$ cat src/rtl/core/afrd_pkg.sv
`timescale 1ns / 1ps
`default_nettype none
// ----------------------------------------------------------------------------
// afrd_pkg: shared types and constants for the audio frame ring
// Command codes, controller/datapath handshake structs, sample scaling.
// ----------------------------------------------------------------------------
package afrd_pkg;

	localparam int unsigned AFRD_RING_FRAMES = 4096;
	localparam int unsigned AFRD_MAX_BURST   = 64;

	localparam int unsigned AFRD_SAMPLE_IN_W  = 18;
	localparam int unsigned AFRD_SAMPLE_OUT_W = 16;
	localparam int unsigned AFRD_MAXF_W       = 7;
	localparam int unsigned AFRD_DROP_W       = 32;
	localparam int unsigned AFRD_S_TDATA_W    = 48;
	localparam int unsigned AFRD_M_TDATA_W    = 64;
	localparam int unsigned AFRD_CMD_W        = 2;

	localparam logic [AFRD_CMD_W-1:0] CMD_WRITE = 2'd0;
	localparam logic [AFRD_CMD_W-1:0] CMD_READ  = 2'd1;
	localparam logic [AFRD_CMD_W-1:0] CMD_CLEAR = 2'd2;

	// controller -> datapath
	typedef struct packed {
		logic do_write;
		logic do_clear;
		logic start_read;
		logic fetch;
		logic load_frame;
		logic load_empty;
	} afrd_cmd_t;

	// datapath -> controller
	typedef struct packed {
		logic burst_zero;
		logic last_pending;
		logic out_free;
	} afrd_stat_t;

	// Clamp Q2.15 to +/-1.0, scale by 32767/32768, truncate toward zero.
	function automatic logic [AFRD_SAMPLE_OUT_W-1:0] afrd_scale(
		input logic signed [AFRD_SAMPLE_IN_W-1:0] x);
		logic signed [AFRD_SAMPLE_IN_W-1:0] c;
		logic signed [32:0] p;
		logic signed [32:0] adj;
		if (x > 18'sd32768) begin
			c = 18'sd32768;
		end else if (x < -18'sd32768) begin
			c = -18'sd32768;
		end else begin
			c = x;
		end
		p = 33'(c) * 33'sd32767;
		// bias negatives so the shift rounds toward zero
		adj = (p < 0) ? (p + 33'sd32767) : p;
		return adj[30:15];
	endfunction

endpackage
`default_nettype wire

$ cat src/rtl/core/afrd_ctrl.sv
`timescale 1ns / 1ps
`default_nettype none
// ----------------------------------------------------------------------------
// afrd_ctrl: command sequencer of the audio frame ring
// Decodes input transactions and steps read bursts frame by frame.
// ----------------------------------------------------------------------------
module afrd_ctrl
	import afrd_pkg::*;
(
	input  wire logic                  clk,
	input  wire logic                  arst_n,
	input  wire logic                  s_valid,
	input  wire logic [AFRD_CMD_W-1:0] kind,
	output logic                       s_ready,
	input  wire afrd_stat_t            stat,
	output afrd_cmd_t                  cmd
);

	typedef enum logic [1:0] {
		ST_IDLE,
		ST_FETCH,
		ST_LOAD,
		ST_EMPTY
	} state_t;

	state_t state_q;
	state_t state_d;
	logic   take;

	assign s_ready = (state_q == ST_IDLE);
	assign take    = s_valid && s_ready;

	always_comb begin
		cmd     = '0;
		state_d = state_q;
		case (state_q)
			ST_IDLE: begin
				if (take) begin
					case (kind)
						CMD_WRITE: cmd.do_write = 1'b1;
						CMD_CLEAR: cmd.do_clear = 1'b1;
						CMD_READ: begin
							cmd.start_read = 1'b1;
							state_d = stat.burst_zero ? ST_EMPTY : ST_FETCH;
						end
						default: ;
					endcase
				end
			end
			ST_FETCH: begin
				// issue the read only when the output slot is free next cycle
				if (stat.out_free) begin
					cmd.fetch = 1'b1;
					state_d   = ST_LOAD;
				end
			end
			ST_LOAD: begin
				cmd.load_frame = 1'b1;
				state_d = stat.last_pending ? ST_IDLE : ST_FETCH;
			end
			ST_EMPTY: begin
				if (stat.out_free) begin
					cmd.load_empty = 1'b1;
					state_d = ST_IDLE;
				end
			end
			default: state_d = ST_IDLE;
		endcase
	end

	always_ff @(posedge clk or negedge arst_n) begin
		if (!arst_n) begin
			state_q <= ST_IDLE;
		end else begin
			state_q <= state_d;
		end
	end

endmodule
`default_nettype wire

$ cat config.mk
export PLATFORM = sky130hd
export DESIGN_NAME = afrd_ctrl
export DESIGN_NICKNAME = d
export VERILOG_FILES = /design/src/rtl/core/afrd_pkg.sv /design/src/rtl/core/afrd_ctrl.sv
export SDC_FILE = /design/constraint.sdc
export NUM_CORES = 1
export LEC_CHECK = 0
export BUFFER_PORTS_ARGS = -buffer_cell sky130_fd_sc_hd__buf_4
export CORE_AREA = 2 2 39 41
export DETAILED_ROUTE_END_ITERATION = 10
export DIE_AREA = 0 0 41 43
export GPL_ROUTABILITY_DRIVEN = 1
export PLACE_DENSITY = 0.39
export SYNTH_ARGS = -nofsm -noshare
export SYNTH_HDL_FRONTEND = slang
export SYNTH_SLANG_ARGS = --single-unit
$ cat constraint.sdc
create_clock -name clk -period 1.25 [get_ports clk]
set_input_delay 0.0625 -clock clk [delete_from_list [all_inputs] [get_ports clk]]
set_output_delay 0.0625 -clock clk [all_outputs]
set_load 0.005 [all_outputs]
======== After elaboration in Yosys (flattened, before gate mapping) ========
Cells that the tools add are included.
W data, S select, Z words.
cells by class
  equal/unequal tests ..................... 9
  muxes and demuxes ....................... 16
  reduce and logical (&&, ||, !) cells .... 4
operator list
  cell                  count
  $mux W2               5
  $mux W1               8
  $pmux W2 S4           1
  $eq A2 B2 Y1 const B  3
  $mux W3               2
  $eq A2 B1 Y1 const B  2
  $logic_not A2 Y1      2
  $ne A2 B1 Y1 const B  2
  $ne A2 B2 Y1 const B  2
  $reduce_and A4 Y1     1
  $logic_and A1 B1 Y1   1
word-level totals
  register bits ........................... 2
  bits of input ports ..................... 8
  output and inout bits ................... 7
  word-level logic and storage cells ...... 30

======== Logic depth before layout (Yosys ltp) ========
Gate-level depths: netlist (run 1).
  word-level depth ........................ 4
  depth in mapped cells ................... 2
  depth with buffers taken out ............ 2

======== Worst setup path after synthesis (run 1) ========
Ideal clock, no wire load.
  kind .................................... register to register
  start point ............................. reg state_q[1]
  end point ............................... reg state_q[1]
  library setup time ...................... 0.067 ns
  data arrival time ....................... 0.934 ns
  required time ........................... 1.183 ns
  slack ................................... 0.249 ns
  cell stages (with the launch flop) ...... 3
  buffers on the path ..................... 0
  clock period less this slack ............ 1.001 ns
  path through ............................ dfrtp_1 > nor4b_4 > a32o_1
between the ends
  cells in the longest elaborated chain, start to end .. 4
  elaborated cells between the ends (all ways) .. 11
  those cells by class .................... eq/ne (7); mux (1); reduce/logical (3)
ends and longest elaborated chain
  element                             RTL line                          text
  start, declared                     afrd_ctrl.sv:26                   state_t state_q;
  start signal, assigned              afrd_ctrl.sv:75                   state_q <= state_d;
  $logic_not A2 Y1                    afrd_ctrl.sv:30, afrd_ctrl.sv:36
  $logic_and A1 B1 Y1                 afrd_ctrl.sv:31                   assign take = s_valid && s_ready;
  $ne A2 B1 Y1 (no source line)       -
  $reduce_and A4 Y1 (no source line)  -
Several ways; a longest one is shown, not always the timed one.
A chain may end at the register's enable or synchronous reset.

==> flow_metrics.env, run 1 <==
export IMPL_worst_hold_slack_ns=0.104
export IMPL_viasPerCell=3.69
export IMPL_skew_ns=0.00309
export IMPL_cts_root_buffer="clkbuf_4"
export IMPL_ys_seq_area_share_pct=31.3
export IMPL_async_flop_share_pct=100
export IMPL_drive_gt1_share_pct=66.7
export IMPL_grt_max_degree=8
export IMPL_path_cells="nor4b_4 -> nor2b_1 -> buf_4"
export IMPL_antenna_found_initial=0
export IMPL_routedWlPerCell_um=10.7
export IMPL_setup_worst_path_class="flop to output port"
export IMPL_setup_worst_path_end_class="output port"
export IMPL_synth_area_per_cell_um2=10.0
export IMPL_drv_slew=0
export IMPL_hpwl_um=410
export IMPL_r2r_start="state_q[1]"
export IMPL_syn_area_um2=160
export IMPL_grt_pass1_vias=223
export IMPL_synth_ff_type="dfrtp_1"
export IMPL_wl_um=589
export IMPL_worstHoldStart="stat[2]"
export IMPL_dieArea_mm2=0.00176
export IMPL_power_frac_comb_pct=52.0
export IMPL_clock_sinks=2
export IMPL_worst_path_buf_inv=1
export IMPL_first_pass_iters=1
export IMPL_place_ws_ns=0.0255
export IMPL_setup_violations=3
export IMPL_finalCritPeriodShare_pct=103
export IMPL_synth_area_leader_cell="dfrtp_1"
export IMPL_num_nets_final=49
export IMPL_tns_ns=-0.0641
export IMPL_ant_nets=0
export IMPL_hold_viol_final=0
export IMPL_finalWorstSetupSlack_ns=-0.0355
export IMPL_clk_pin_slew_worst_paths_ns=0.03
export IMPL_path_delay_family="simple AND/OR/NAND/NOR gates"
export IMPL_ys_warn_count=0
export IMPL_grt_setup_unrepaired="true"
export IMPL_clkPwrFrac_pct=26.6
export IMPL_grt_pass1_wl_um=972
export IMPL_initial_core_util_pct=11.6
export IMPL_power_switching_mw=0.164
export IMPL_p_leak_nw=0.192
export IMPL_cp_max_fo=3
export IMPL_start_kind="flop"
export IMPL_clock_fmax_mhz=778
export IMPL_drc=0
export IMPL_cts_made_buffers=3
export IMPL_crit_path_max_incr_delay_ns=0.41
export IMPL_cp_endpoint="cmd[5]"
export IMPL_cp_depth=3
export IMPL_syn_nets=24
export IMPL_top_layer_used="met3"
export IMPL_crit_required_ns=1.19
export IMPL_clk_latency_ns=0.22
export IMPL_core_area_mm2=0.00138
export IMPL_hold_path_class="input port to flop"
export IMPL_synthTopCellsByArea="dfrtp_1 31%, nor4b_4 15%, nor2b_1 7.8%"
export IMPL_peakVddDrop_mv=0.628
export IMPL_maxSlewHeadroom_pct=84.3
export IMPL_reg2reg_depth=4
export IMPL_regMostFlops="state_q"
export IMPL_dieWidth_um=41
export IMPL_synth_distinct_cells=13
export IMPL_r2r_setup_slack_ns=0.08
export IMPL_p_int_mw=0.365
export IMPL_dr_first_iter_drc_count=0
export IMPL_htreeDepth=1
export IMPL_die_y_um=43
export IMPL_synth_top_cells_by_count="2 x dfrtp_1, 2 x nor2_1, 2 x nor2b_1"
export IMPL_top_regs="state_q (2)"
export IMPL_dr_total_vias=203
export IMPL_r2r_end="state_q[1]"
export IMPL_wl_met1_um=230
export IMPL_port_buffers=14
export IMPL_seqPwrFrac_pct=21.3
export IMPL_synth_top_area_share_pct=31.3
export IMPL_largest_register_ffs=2
export IMPL_cp_arrival_ns=1.22
export IMPL_final_area_um2=365
export IMPL_num_io_pins=15
export IMPL_syn2layout_area_growth_pct=128
export IMPL_ys_ff_latch=2
export IMPL_diodes=0
export IMPL_max_slew_worst_pin_slew_ns=0.235
export IMPL_violations="negative setup slack"
export IMPL_fin_crit_ns=1.29
export IMPL_rows=14
export IMPL_setup_worst_path_start="state_q[1]"
export IMPL_gr_total_overflow=0
export IMPL_cts_buffer_depth=2
export IMPL_drv_cap=0
export IMPL_cts_tree="built"
export IMPL_post_dp_cell_area_um2=285
export IMPL_wl_met2_um=302
export IMPL_status="finished with violations"
export IMPL_grt_util_all_layers_pct=8.74
export IMPL_synth_enable_flop_cells=0
export IMPL_synthesis_instances=16
export IMPL_crit_slowest_cell="dfrtp_2"
export IMPL_met3_length_um=57
export IMPL_p_per_area_mw_per_mm2=1450
export IMPL_swShare_pct=30.9
export IMPL_gp_congestion=0.566
[layout by cell type (no fill, tap or decap), types with 2 or more instances in the layout]
master	n
buf_4	19
clkbuf_4	3
nor2b_1	2
dfrtp_2	2
[power by group through the flow]
stage                     Sequential [mW]  Combinational (mW)  Clock, mW
final                               0.113               0.275      0.141
after global placement              0.131               0.164          0
after global routing                0.116               0.306      0.165
after floorplan                     0.122              0.0761          0
after CTS                           0.125               0.222      0.152
after detailed placement            0.135               0.168          0
[worst register-to-register path, stage by stage, from the launching register on]
cell and delay (ns):
dfrtp_2 0.41, buf_4 0.16, buf_4 0.13, xor2_1 0.15, a32o_1 0.20
[through the flow]
| stage | util, % | power, mW | instances |
|---|---|---|---|
| 2_1_floorplan | - | 0.198 | 16 |
| 3_3_place_gp | 20.6 | 0.295 | 46 |
| 4_1_cts | 24.8 | 0.500 | 53 |
| 3_5_place_dp | 20.6 | 0.303 | 46 |
| 6_report | 26.4 | 0.529 | 55 |
| 5_1_grt | 26.4 | 0.587 | 55 |
[worst min-delay path by stage]
stage / endpoint / slack (ns) / cells past startpoint
after floorplan: state_q[0] / -0.23 / 0
after global placement: state_q[0] / -0.16 / 1
after detailed placement: state_q[0] / -0.15 / 1
after CTS: state_q[1] / 0.1 / 2
after global routing: state_q[1] / 0.11 / 2
final: state_q[1] / 0.10 / 2
[logic make-up (layout without fill, tap and decap cells)]
group	after synthesis	count (layout)	share of synthesized area (%)
AO/OA/AOI/OAI	2	2	12.5
XOR/XNOR	1	1	5.47
buffers and inverters	1	24	2.34
flip-flops	2	2	31.3
AND/OR/NAND/NOR	10	10	48.4
[final cells by class]
class	count	area (µm²)
well taps	16	20.0
repair buffers	20	153
flip-flops and latches	2	52.6
clock buffers	3	22.5
fillers	148	1020
multi-input cells	13	114
inverters	1	3.75
[metal layers]
metal  vias up  global-route usage (%)
met2        10                    12.5
met3         0                    3.14
met1        88                    9.35
li1        105                       -
met4         0                    8.00
met5         -                       0
[what timing repair did]
| action | 4_1_cts | 5_1_grt |
|---|---|---|
| pin swaps | 2 | 1 |
| gates resized for setup | 2 | 2 |
| setup endpoints to repair | 2 | 3 |
| hold endpoints to repair | 2 | 0 |
| gates cloned | 0 | 0 |
| hold buffers | 1 | 0 |
| buffers inserted | 3 | 2 |
No activity file was read; power rests on OpenSTA's default activity.
==> inputs of run 2 (changes only) <==
==> constraint.sdc (replaced) <==
create_clock -name clk -period 1.2 [get_ports clk]
set_input_delay 0.06 -clock clk [delete_from_list [all_inputs] [get_ports clk]]
set_output_delay 0.06 -clock clk [all_outputs]
set_load 0.005 [all_outputs]
==> flow_metrics.env, run 2 (synthesized netlist as in run 1, its figures left out) <==
export IMPL_crit_path_max_incr_delay_ns=0.41
export IMPL_use_met3_pct=5.24
export IMPL_grt_pass1_wl_um=690
export IMPL_syn2layout_area_growth_pct=109
export IMPL_clk_latency_ns=0.22
export IMPL_clock_sinks=2
export IMPL_clk_pin_slew_worst_paths_ns=0.03
export IMPL_cts_root_buffer="clkbuf_4"
export IMPL_place_ws_ns=0.0323
export IMPL_fin_util_pct=24.1
export IMPL_gr_total_overflow=0
export IMPL_worst_path_buf_inv=1
export IMPL_core_area_mm2=0.00138
export IMPL_violations="negative setup slack"
export IMPL_initial_core_util_pct=11.6
export IMPL_cp_arrival_ns=1.20
export IMPL_path_delay_family="simple AND/OR/NAND/NOR gates"
export IMPL_routedWlPerCell_um=8.90
export IMPL_drive_gt1_share_pct=58.3
export IMPL_fin_crit_ns=1.26
export IMPL_dr_total_vias=199
export IMPL_regMostFlops="state_q"
export IMPL_globalRouteMet2Util_pct=6.88
export IMPL_cts_buffer_depth=2
export IMPL_path_cells="nor4b_4 -> nor2b_1 -> buf_4"
export IMPL_viasPerCell=3.83
export IMPL_cp_max_fo=4
export IMPL_worst_hold_slack_ns=0.0902
export IMPL_crit_required_ns=1.14
export IMPL_cts_made_buffers=3
export IMPL_die_y_um=43
export IMPL_final_common_cell="buf_4"
export IMPL_grt_setup_unrepaired="true"
export IMPL_top_regs="state_q (2)"
export IMPL_setup_worst_path_end_class="output port"
export IMPL_drc=0
export IMPL_dr_first_iter_drc_count=4
export IMPL_gp_congestion=0.602
export IMPL_diodes=0
export IMPL_grt_use_met1_pct=7.42
export IMPL_grt_max_degree=8
export IMPL_start_kind="flop"
export IMPL_skew_ns=0.00175
export IMPL_num_io_pins=15
export IMPL_finalCritPeriodShare_pct=105
export IMPL_status="finished with violations"
export IMPL_setup_worst_path_class="flop to output port"
export IMPL_drv_cap=0
export IMPL_hold_viol_final=0
export IMPL_maxSlewHeadroom_pct=85.1
export IMPL_rows=14
export IMPL_max_slew_worst_pin_slew_ns=0.223
export IMPL_grt_busiest_layer="met1"
export IMPL_setup_violations=2
export IMPL_p_per_area_mw_per_mm2=1430
export IMPL_layout_common_cells="16 x buf_4, 3 x clkbuf_4, 2 x nor2_1, 2 x nor2b_1"
export IMPL_dieArea_mm2=0.00176
export IMPL_port_buffers=14
export IMPL_dieWidth_um=41
export IMPL_peakVddDrop_mv=0.624
export IMPL_grt_util_all_layers_pct=6.43
export IMPL_hpwl_um=349
export IMPL_grt_pass1_vias=165
export IMPL_p_leak_nw=0.175
export IMPL_drv_slew=0
export IMPL_ant_nets=0
export IMPL_antenna_found_initial=0
export IMPL_cts_tree="built"
export IMPL_htreeDepth=1
export IMPL_num_nets_final=46
export IMPL_largest_register_ffs=2
export IMPL_clock_fmax_mhz=793
export IMPL_final_cells=52
export IMPL_finalWorstSetupSlack_ns=-0.0613
export IMPL_wl_um=463
export IMPL_crit_slowest_cell="dfrtp_1"
export IMPL_placed_cells=47
export IMPL_p_total_mw=0.479
export IMPL_first_pass_iters=2
export IMPL_hold_path_class="input port to flop"
-- run 2: power breakdown --
part / switching [mW] / internal, mW / total (mW)
Clock: 0.0374 / 0.110 / 0.148
Combinational: 0.0719 / 0.133 / 0.205
Sequential: 0.0362 / 0.0899 / 0.126
Total: 0.146 / 0.333 / 0.479
-- run 2: worst paths after layout --
| kind | startpoint | slack [ns] | endpoint | depth (start not counted) |
|---|---|---|---|---|
| max | state_q[0] | -0.06 | cmd[5] | 3 |
| min | stat[2] | 0.09 | state_q[1] | 2 |
| max reg2reg | state_q[0] | 0.11 | state_q[1] | 3 |
| min reg2reg | state_q[0] | 0.73 | state_q[1] | 2 |
| max in group asynchronous | arst_n | 0.95 | state_q[1] | 2 |
| min in group asynchronous | arst_n | 0.15 | state_q[1] | 2 |
-- run 2: what timing repair did --
| item | CTS | global route |
|---|---|---|
| hold buffers | 1 | 0 |
| setup buffers | 1 | 0 |
| pin swaps | 2 | 0 |
| setup endpoints to repair | 3 | 4 |
| endpoints found under the hold margin | 2 | 0 |
| resized for setup | 1 | 0 |
-- run 2: worst register-to-register path, stage by stage (launching register included) --
cell and delay, ns:
dfrtp_1 0.41, nor4b_4 0.29, buf_4 0.16, a32o_1 0.16
-- run 2: cell type report --
cell class / instances / area, µm²
Sequential cell: 2 / 51.3
Timing Repair Buffer: 17 / 130
Inverter: 1 / 3.75
Clock buffer: 3 / 22.5
Fill cell: 155 / 1050
Multi-Input combinational cell: 13 / 106
Tap cell: 16 / 20.0
-- run 2: metal layers --
metal  share of wire [%]  wire (µm)
met5                   0          0
met1                  47        216
met3                  13         62
met4                 1.7          8
met2                  38        176
-- run 2: per-stage QoR --
step                      TNS, ns  instance area, µm²
final                      -0.105                 334
after global placement          0                 293
after global routing       -0.420                 334
after floorplan                 0                 160
after CTS                  -0.149                 334
after detailed placement        0                 293
==> inputs of run 3 (changes only) <==
--- a/config.mk
+++ b/config.mk
@@ -11,6 +11,7 @@
 export DIE_AREA = 0 0 41 43
 export GPL_ROUTABILITY_DRIVEN = 1
 export PLACE_DENSITY = 0.39
+export RECOVER_POWER = 25
 export SYNTH_ARGS = -nofsm -noshare
 export SYNTH_HDL_FRONTEND = slang
 export SYNTH_SLANG_ARGS = --single-unit
==> flow_metrics.env, run 3 (synthesized netlist as in run 1, its figures left out) <==
export IMPL_status="finished with violations"
export IMPL_violations="negative setup slack"
export IMPL_top_regs="state_q (2)"
export IMPL_dieArea_mm2=0.00176
export IMPL_fillers=157
export IMPL_grt_util_all_layers_pct=6.43
export IMPL_drc=0
export IMPL_clkPwrFrac_pct=30.9
export IMPL_skew_ns=0.00176
export IMPL_peakVddDrop_mv=0.624
export IMPL_ant_nets=0
export IMPL_clock_sinks=2
export IMPL_clk_latency_ns=0.22
export IMPL_cp_arrival_ns=1.20
export IMPL_r2r_start="state_q[0]"
export IMPL_setup_violations=2
export IMPL_worst_path_buf_inv=1
export IMPL_start_kind="flop"
export IMPL_crit_required_ns=1.14
export IMPL_diodes=0
export IMPL_drive_gt1_share_pct=55.6
export IMPL_gp_congestion=0.602
export IMPL_grt_pass1_wl_um=690
export IMPL_cp_max_fo=4
export IMPL_die_y_um=43
export IMPL_fin_crit_ns=1.26
export IMPL_num_io_pins=15
export IMPL_crit_path_max_incr_delay_ns=0.41
export IMPL_p_total_mw=0.477
export IMPL_dr_first_iter_drc_count=4
export IMPL_initial_core_util_pct=11.6
export IMPL_setup_worst_path_start="state_q[0]"
export IMPL_cts_tree="built"
export IMPL_clock_fmax_mhz=793
export IMPL_syn2layout_area_growth_pct=106
export IMPL_p_per_area_mw_per_mm2=1440
export IMPL_setup_worst_path_end_class="output port"
export IMPL_gr_total_overflow=0
export IMPL_layout_common_cells="15 x buf_4, 3 x clkbuf_4, 2 x nor2_1, 2 x nor2b_1"
export IMPL_max_slew_worst_pin_slew_ns=0.223
export IMPL_num_nets_final=46
export IMPL_routedWlPerCell_um=8.94
export IMPL_path_cells="nor4b_4 -> nor2b_1 -> buf_4"
export IMPL_grt_setup_unrepaired="true"
export IMPL_crit_slowest_cell="dfrtp_1"
export IMPL_hpwl_um=349
export IMPL_grt_pass1_vias=165
export IMPL_power_switching_mw=0.146
export IMPL_regMostFlops="state_q"
export IMPL_finalCritPeriodShare_pct=105
export IMPL_wl_um=465
export IMPL_largest_register_ffs=2
export IMPL_hold_viol_final=0
export IMPL_final_common_cell="buf_4"
export IMPL_power_frac_comb_pct=42.6
export IMPL_port_buffers=14
export IMPL_path_delay_family="simple AND/OR/NAND/NOR gates"
export IMPL_swShare_pct=30.5
export IMPL_hold_path_class="input port to flop"
export IMPL_viasPerCell=3.83
export IMPL_cts_made_buffers=3
export IMPL_p_leak_nw=0.172
export IMPL_grt_max_degree=8
export IMPL_worst_hold_slack_ns=0.0902
export IMPL_rows=14
export IMPL_htreeDepth=1
export IMPL_drv_slew=0
export IMPL_first_pass_iters=2
export IMPL_dr_total_vias=199
export IMPL_drv_cap=0
export IMPL_cts_root_buffer="clkbuf_4"
export IMPL_seqPwrFrac_pct=26.4
export IMPL_cts_buffer_depth=2
export IMPL_worstHoldStart="stat[2]"
export IMPL_dieWidth_um=41
export IMPL_setup_worst_path_class="flop to output port"
export IMPL_p_int_mw=0.332
export IMPL_maxSlewHeadroom_pct=85.1
export IMPL_finalWorstSetupSlack_ns=-0.0613
export IMPL_antenna_found_initial=0
export IMPL_clk_pin_slew_worst_paths_ns=0.03
export IMPL_core_area_mm2=0.00138
[run 3: layout make-up]
class,count,area (µm²),area share [%]
timing repair buffer,17,126,38.3
multi-input combinational,13,106,32.2
sequential,2,51.3,15.5
clock buffer,3,22.5,6.82
tap,16,20.0,6.06
inverter,1,3.75,1.14
[run 3: through the flow]
stage	cells	setup slack (ns)	setup TNS (ns)	instance area (µm²)	utilization [%]
after detailed placement	47	0.0323	0	293	21.2
after floorplan	16	0.199	0	160	-
after global placement	47	0.0364	0	293	21.2
after CTS	52	-0.0808	-0.149	334	24.1
final	52	-0.0613	-0.105	330	23.9
after global routing	52	-0.174	-0.420	330	23.9
[run 3: power by group through the flow]
stage,Combinational [mW],Sequential [mW],Clock [mW]
6_report,0.203,0.126,0.148
5_1_grt,0.230,0.130,0.170
4_1_cts,0.208,0.127,0.160
3_3_place_gp,0.199,0.126,0
2_1_floorplan,0.0792,0.127,0
3_5_place_dp,0.198,0.125,0
[run 3: timing repair]
| item | 4_1_cts | 5_1_grt |
|---|---|---|
| hold endpoints to repair | 2 | 0 |
| resized for setup | 1 | 0 |
| endpoints found under the setup margin | 3 | 4 |
| pin swaps | 2 | 0 |
| hold buffers | 1 | 0 |
| buffers inserted | 1 | 0 |
[run 3: path summary, 6_finish.rpt]
check                             endpoint  slack, ns  cells after the start
worst min register to register  state_q[1]       0.73                      2
min in group asynchronous       state_q[1]       0.15                      2
worst min-delay path            state_q[1]       0.09                      2
max in group asynchronous       state_q[1]       0.91                      2
worst max register to register  state_q[1]       0.11                      3
worst max-delay path                cmd[5]      -0.06                      3
[run 3: per-layer routing]
layer / global-route usage (%) / routed length, µm
met5: 0 / 0
met2: 6.88 / 176
met3: 5.24 / 62
met4: 6.00 / 8
met1: 7.42 / 217
